`src/hdl/ordered_list_compare_remove_assert.svh`:
```
// Assertion macros used by the ordered list top-level RTL file.
`ifndef ORDERED_LIST_COMPARE_REMOVE_ASSERT_SVH
`define ORDERED_LIST_COMPARE_REMOVE_ASSERT_SVH

// Check a property on every rising edge outside reset.
`define OLCR_ASSERT(lbl, prop, msg) \
  lbl: assert property (@(posedge clk) disable iff (!rst_n) (prop)) else $error(msg);

// Check that a condition implies a consequence in the same cycle.
`define OLCR_ASSERT_IMP(lbl, ante, cons, msg) \
  lbl: assert property (@(posedge clk) disable iff (!rst_n) (ante) |-> (cons)) \
    else $error(msg);

`endif

```
`src/hdl/olcr_pkg.sv`:
```
// Shared types, codes and compare function of the ordered list block.
package olcr_pkg;

  localparam int DEPTH_DEF = 16;

  // Action codes
  localparam logic [1:0] ACT_INSERT = 2'd0;
  localparam logic [1:0] ACT_QUERY  = 2'd1;
  localparam logic [1:0] ACT_REMOVE = 2'd2;

  // Compare modes for removal
  localparam logic [1:0] CMP_LT = 2'd0;
  localparam logic [1:0] CMP_EQ = 2'd1;
  localparam logic [1:0] CMP_GT = 2'd2;

  typedef struct packed {
    logic [1:0]         action;
    logic signed [31:0] operand_value;
    logic [1:0]         compare_mode;
  } in_item_t;

  typedef struct packed {
    logic       hit;
    logic       overflow;
    logic [4:0] entry_count;
    logic       is_empty;
  } out_item_t;

  // Broadcast control from the controller to every cell
  typedef struct packed {
    logic               shift;
    logic               remove;
    logic [1:0]         mode;
    logic signed [31:0] operand;
  } cell_ctl_t;

  // Entry against operand under a compare mode; unused mode never matches.
  function automatic logic entry_match(input logic signed [31:0] e,
                                       input logic signed [31:0] v,
                                       input logic [1:0] mode);
    logic m;
    unique case (mode)
      CMP_LT:  m = (e < v);
      CMP_EQ:  m = (e == v);
      CMP_GT:  m = (e > v);
      default: m = 1'b0;
    endcase
    return m;
  endfunction

endpackage

```
`src/hdl/olcr_cell.sv`:
```
// One list slot: stored value, scan token and found flag passed to the next slot.
module olcr_cell #(
  parameter int DEPTH = olcr_pkg::DEPTH_DEF,
  parameter int IDX   = 0,
  localparam int CW   = $clog2(DEPTH + 1)
) (
  input  logic                clk,
  input  logic                rst_n,
  input  olcr_pkg::cell_ctl_t ctl,
  input  logic [CW-1:0]       count,
  input  logic signed [31:0]  left_val,
  input  logic signed [31:0]  right_val,
  input  logic                tok_i,
  input  logic                found_i,
  output logic signed [31:0]  val_o,
  output logic                tok_o,
  output logic                found_o
);

  localparam logic [CW-1:0] IDX_C = CW'(IDX);

  logic signed [31:0] val_r, val_nxt;
  logic               tok_r, found_r;
  logic               occ, match, take_right;

  // Compare own value while the slot holds a live entry
  assign occ        = (IDX_C < count);
  assign match      = occ && olcr_pkg::entry_match(val_r, ctl.operand, ctl.mode);
  assign take_right = tok_r && ctl.remove && (found_r || match);

  // Shift back on insert, pull forward from or past the removed slot
  always_comb begin
    if (ctl.shift) begin
      val_nxt = left_val;
    end else if (take_right) begin
      val_nxt = right_val;
    end else begin
      val_nxt = val_r;
    end
  end

  always_ff @(posedge clk) begin
    val_r   <= val_nxt;
    found_r <= found_i;
  end

  // Advance the token one slot per cycle
  always_ff @(posedge clk) begin
    if (!rst_n) begin
      tok_r <= 1'b0;
    end else begin
      tok_r <= tok_i;
    end
  end

  assign val_o   = val_r;
  assign tok_o   = tok_r;
  assign found_o = found_r || match;

endmodule

```
`src/hdl/ordered_list_compare_remove.sv`:
```
// Top level of the bounded ordered list: controller and chain of slot cells.
//
//  channel   ports                       handshake
//  input     start, busy, in_item        taken when start and !busy
//  result    out_strobe, out_item        one cycle per result, no stall
//
// Insert and unused actions: result in the cycle after acceptance, busy stays low,
// so such items may be accepted every cycle.
// Query and removal: a token walks the chain one slot per cycle, and the result
// shows once the token has left the tail slot; busy drops as the result appears,
// so the next item can be taken at the edge that ends the result.
// Reset (synchronous, rst_n low) empties the list; slot values are not cleared.
// The receiver cannot stall; every result shows for exactly one cycle.
module ordered_list_compare_remove #(
  parameter int DEPTH = olcr_pkg::DEPTH_DEF
) (
  input  logic                clk,
  input  logic                rst_n,
  input  logic                start,
  output logic                busy,
  input  olcr_pkg::in_item_t  in_item,
  output logic                out_strobe,
  output olcr_pkg::out_item_t out_item
);

  `include "ordered_list_compare_remove_assert.svh"

  localparam int CW = $clog2(DEPTH + 1);
  localparam logic [CW-1:0] FULL = CW'(DEPTH);

  logic                busy_r, busy_nxt;
  logic [CW-1:0]       count_r, count_nxt;
  logic signed [31:0]  op_r, op_nxt;
  logic [1:0]          mode_r, mode_nxt;
  logic                rm_r, rm_nxt;
  logic                out_strobe_r, out_strobe_nxt;
  olcr_pkg::out_item_t out_item_r, out_item_nxt;

  logic                accept, ins_ok, scan_go;
  olcr_pkg::cell_ctl_t ctl;

  logic signed [31:0]  cval [DEPTH];
  logic                tk   [DEPTH+1];
  logic                fd   [DEPTH+1];

  assign accept  = start && !busy_r;
  assign ins_ok  = accept && (in_item.action == olcr_pkg::ACT_INSERT) && (count_r != FULL);
  assign scan_go = accept && ((in_item.action == olcr_pkg::ACT_QUERY) ||
                              (in_item.action == olcr_pkg::ACT_REMOVE));

  // Broadcast control to the cells
  assign ctl.shift   = ins_ok;
  assign ctl.remove  = rm_r;
  assign ctl.mode    = mode_r;
  assign ctl.operand = op_r;

  // Launch the token into the head slot
  assign tk[0] = scan_go;
  assign fd[0] = 1'b0;

  for (genvar i = 0; i < DEPTH; i++) begin : g_cell
    logic signed [31:0] lv, rv;
    if (i == 0) begin : g_head
      assign lv = in_item.operand_value;
    end else begin : g_mid
      assign lv = cval[i-1];
    end
    if (i == DEPTH - 1) begin : g_tail
      assign rv = cval[i];
    end else begin : g_body
      assign rv = cval[i+1];
    end
    olcr_cell #(.DEPTH(DEPTH), .IDX(i)) u_cell (
      .clk       (clk),
      .rst_n     (rst_n),
      .ctl       (ctl),
      .count     (count_r),
      .left_val  (lv),
      .right_val (rv),
      .tok_i     (tk[i]),
      .found_i   (fd[i]),
      .val_o     (cval[i]),
      .tok_o     (tk[i+1]),
      .found_o   (fd[i+1])
    );
  end

  // Accept items, finish scans when the token leaves the tail
  always_comb begin
    busy_nxt       = busy_r;
    count_nxt      = count_r;
    op_nxt         = op_r;
    mode_nxt       = mode_r;
    rm_nxt         = rm_r;
    out_strobe_nxt = 1'b0;
    out_item_nxt   = out_item_r;
    out_item_nxt.hit      = 1'b0;
    out_item_nxt.overflow = 1'b0;
    if (accept) begin
      unique case (in_item.action)
        olcr_pkg::ACT_INSERT: begin
          out_strobe_nxt        = 1'b1;
          out_item_nxt.overflow = (count_r == FULL);
          if (count_r != FULL) begin
            count_nxt = count_r + 1'b1;
          end
        end
        olcr_pkg::ACT_QUERY: begin
          busy_nxt = 1'b1;
          op_nxt   = in_item.operand_value;
          mode_nxt = olcr_pkg::CMP_EQ;
          rm_nxt   = 1'b0;
        end
        olcr_pkg::ACT_REMOVE: begin
          busy_nxt = 1'b1;
          op_nxt   = in_item.operand_value;
          mode_nxt = in_item.compare_mode;
          rm_nxt   = 1'b1;
        end
        default: begin
          out_strobe_nxt = 1'b1;
        end
      endcase
    end else if (tk[DEPTH]) begin
      busy_nxt         = 1'b0;
      out_strobe_nxt   = 1'b1;
      out_item_nxt.hit = fd[DEPTH];
      if (rm_r && fd[DEPTH]) begin
        count_nxt = count_r - 1'b1;
      end
    end
    out_item_nxt.entry_count = 5'(count_nxt);
    out_item_nxt.is_empty    = (count_nxt == '0);
  end

  // Control registers
  always_ff @(posedge clk) begin
    if (!rst_n) begin
      busy_r       <= 1'b0;
      count_r      <= '0;
      out_strobe_r <= 1'b0;
    end else begin
      busy_r       <= busy_nxt;
      count_r      <= count_nxt;
      out_strobe_r <= out_strobe_nxt;
    end
  end

  // Operand and result payload
  always_ff @(posedge clk) begin
    op_r       <= op_nxt;
    mode_r     <= mode_nxt;
    rm_r       <= rm_nxt;
    out_item_r <= out_item_nxt;
  end

  assign busy       = busy_r;
  assign out_strobe = out_strobe_r;
  assign out_item   = out_item_r;

  `OLCR_ASSERT(a_count_bound, count_r <= FULL, "entry count exceeds depth")
  `OLCR_ASSERT_IMP(a_scan_done_strobe, $fell(busy_r), out_strobe_r,
                   "scan ended without a result")
  `OLCR_ASSERT(a_quick_result,
               (start && !busy_r && in_item.action != olcr_pkg::ACT_QUERY &&
                in_item.action != olcr_pkg::ACT_REMOVE) |=> out_strobe_r,
               "insert or unused action gave no result next cycle")
  `OLCR_ASSERT_IMP(a_remove_count, out_strobe_r && out_item_r.hit && rm_r && $fell(busy_r),
                   count_r == CW'($past(count_r) - 1'b1),
                   "removal hit did not drop the count by one")

endmodule
```
`config.mk`:
```
export PLATFORM = sky130hd
export DESIGN_NAME = ordered_list_compare_remove
export DESIGN_NICKNAME = d
export VERILOG_FILES = /design/src/hdl/olcr_pkg.sv /design/src/hdl/olcr_cell.sv /design/src/hdl/ordered_list_compare_remove.sv
export VERILOG_INCLUDE_DIRS = /design/src /design/src/hdl
export SDC_FILE = /design/constraint.sdc
export NUM_CORES = 2
export LEC_CHECK = 0
export ABC_AREA = 1
export BUFFER_PORTS_ARGS = -buffer_cell sky130_fd_sc_hd__buf_2
export CAP_MARGIN = 10
export CORE_MARGIN = 2
export CORE_UTILIZATION = 45
export CTS_BUF_LIST = sky130_fd_sc_hd__clkbuf_4
export DETAILED_ROUTE_END_ITERATION = 10
export HOLD_SLACK_MARGIN = 0.05
export SETUP_SLACK_MARGIN = 0.15
export SYNTH_ARGS = -nofsm -noshare
export SYNTH_HDL_FRONTEND = slang
export SYNTH_SLANG_ARGS = --single-unit
export TNS_END_PERCENT = 20
```
`constraint.sdc`:
```
create_clock -name clk -period 4.65 [get_ports clk]
set_input_delay 0.93 -clock clk [delete_from_list [all_inputs] [get_ports clk]]
set_output_delay 0.93 -clock clk [all_outputs]
set_load 0.05 [all_outputs]
```
==> impl_results.md <==
- Period Utilization, post-route: 88.58%
- Post-detailed-route wirelength per cell: 18.51 um
- Worst Hold Class: in2reg
- Clock H-tree levels: 4
- Cell accounting for the most synthesized area: edfxtp_1
- Clock buffer count from CTS: 165
- Critical path fanouts, max: 29
- Die Outline Area: 82790 um2
- Iteration-0 DRC Markers: 2442
- Area growth from synthesis to layout: 11.71%
- Post-synth cell types: 49
- Final Hold Violating Endpoints: 0
- Result of the run: finished, final reports clean
- Number of global-route vias before repair: 28410
- Syn_nets: 4594
- Per-cell via count in the routed design: 5.334
- Global-route wire length before repair: 156.8 mm
- Required time worst endpoint: 5280 ps
- Number of antenna violations at the first check in global routing: 3
- Largest net degree at the start of global routing: 132
- Setup repair after global routing missed its margin: false
- Slew HR: 30.71%
- Share of cells above drive strength 1: 9.599%
- Startpoint kind of the worst setup timing path: flop
- Count of standard-cell rows: 104
- Max-slew violations: 0
- Worst-Margin Slew: 1030 ps
- Maximum achievable frequency: 0.2428 GHz
- Boundary Pins: 49
- Syn. warnings: 0
- Remaining number of nets flagged by the antenna check after routing: 0
- GRT Residual Overflow: 0
- Post-CTS repair timing setup buffer count: 0
- Worst Setup End Kind: flop
- Die Height: 287.7 um
- Worst clock skew: 72.56 ps
- Total standard cell area after synthesis: 36220 um2
- Category of the critical setup timing path: reg2reg
- Maximum resistive drop on vdd: 0.0002348 V
- Power density normalized to cell area: 313.1 nW/um2
- Commonest cells after routing, fill and taps aside: nand2_1 (1755), edfxtp_1 (547), ha_1 (517)
- TritonCTS clock tree: yes
- Pwr Total: 0.01267 W
- Clk_lat worst skew: 1050 ps
- First-pass iteration count of the detailed router: 5
- Gate count of the mapped netlist: 4038
- CTS root buf: clkbuf_4
- Die span in x: 287.7 um
- Detail Placement HPWL: 72.32 mm
- Maximum number of buffers from clock root to sink: 3
- Share of the synthesized area in the top cell type: 45.34%
- Final RePlAce weighted congestion: 0.8598
- Overall track demand over capacity in global routing: 24.42%
- Ranking of synthesized cells by area: edfxtp_1 (45%), nand2_1 (18%), ha_1 (18%)
- Clock sink count: 593
- Static Leakage: 18.95 nW
- Setup TNS after final layout: 0 ps
- Fin crit period: 4119 ps
- Post-synthesis sequential element count: 593
- Via total after detailed routing: 28970
- Number of max-capacitance violations reported: 0
- Most common library cell in the layout ignoring fill and taps: nand2_1
- Effective utilization at floorplan: 45.19%
- DRC viols: 0
- Number of I/O port buffers: 48
- Final nets: 4800
- Final-report setup violation count: 0
- Signal arrival time at the worst endpoint: 4750 ps
- Avg Inst Size Synth: 8.971 um2
- Area of the core region: 80160 um2
- Aggregate routed wire length: 100.5 mm
- Worst-path clk slew: 70 ps
- Portion of the post-synthesis area used by sequential elements: 47.89%
[final timing paths]
| kind | from | end | slack (ps) | depth (start not counted) |
|---|---|---|---|---|
| worst max-delay path | op_r[24] | g_cell[8].u_cell.val_o[26] | 530 | 16 |
| worst min-delay path | in_item[16] | op_r[14] | 140 | 1 |
| worst max register to register | op_r[24] | g_cell[8].u_cell.val_o[26] | 530 | 16 |
| worst min register to register | g_cell[7].u_cell.tok_o | g_cell[8].u_cell.tok_o | 410 | 2 |
[sequential cells by signal, summed over array words and instances (netlist names)]
| register | cells |
|---|---|
| count_r | 5 |
| g_cell.u_cell.tok_o | 16 |
| busy | 1 |
| out_strobe | 1 |
| g_cell.u_cell.found_r | 15 |
| mode_r | 2 |
| rm_r | 1 |
| out_item | 8 |
| g_cell.u_cell.val_o | 512 |
| op_r | 32 |
[power breakdown]
part | leakage (nW) | internal [W] | switching [W]
Combinational | 12.3 | 0.000527 | 0.000988
Clock | 1.26 | 0.00260 | 0.00237
Sequential | 5.39 | 0.00604 | 0.000144
[timing repair]
action	4_1_cts	5_1_grt
resized for setup	0	0
endpoints found under the hold margin	25	0
hold buffers	25	0
[per-stage QoR]
stage	hold WS [ps]	cells	area (um2)	util, %	setup WS, ps
final	136.5	5432	40470	50.48	531.2
after floorplan	391.3	4038	36220	-	826.6
after CTS	51.71	5424	40440	50.45	462.4
after detailed placement	415.0	5111	38080	47.50	501.4
after global routing	79.12	5432	40470	50.48	187.3
after global placement	413.2	5111	38080	47.50	543.2
[routing by layer]
metal	track usage [%]	routed length (um)
met5	0	0
met4	7.759	2315
met3	4.651	6491
met1	34.15	46250
met2	38.21	45470
[final cells by class]
class	count	area, um2
flip-flops and latches	593	17350
clock buffers	242	1817
fillers	7835	39690
inverters	266	1006
clock inverters	46	299.0
multi-input cells	3065	17410
repair buffers	153	1239
diodes	7	17.52
well taps	1060	1326
[cells in the mapped netlist, drive strengths merged]
cell	n
a211oi	21
nor3b	1
clkinv	1
nor4b	2
a21oi	225
o21a	13
and2	1
a41oi	1
inv	265
a21boi	1
buf	52
a221oi	9
or2	2
nor4	18
o2111ai	1
dfxtp	46
o21bai	8
nor3	23
nand4	59
nor2	97
o221ai	8
o211ai	19
clkbuf	62
a31oi	10
a31o	1
nand3b	6
a211o	1
and3	4
xnor2	1
o41ai	1
nand3	106
a21o	7
xor2	3
ha	517
o21ai	134
edfxtp	547
nand2	1764
a2111oi	1
[worst max-delay path, stage by stage (launching register included)]
cell	delay, ps
edfxtp_1	350
inv_1	500
buf_4	230
ha_1	110
nand2_1	40
nor2_1	80
nand2_1	100
nor4_1	660
o21ai_1	200
nand2_1	120
nand2_1	60
a21oi_1	120
nand2_1	60
nand3_1	200
a21oi_1	150
o21ai_2	240
buf_4	440
[kinds of logic (layout without fill, tap and decap cells)]
logic type               after synthesis  in the layout  share of synthesized area, %
AO/OA/AOI/OAI                        461            461                         7.129
flip-flops                           593            593                         47.89
AND/OR/NAND/NOR                     2083           2083                         22.93
adder cells (fa/ha/maj)              517            517                         17.86
other                                  0              7                             0
buffers and inverters                380            707                         4.103
XOR/XNOR                               4              4                       0.09673
Power figures use the tool's default switching activity.
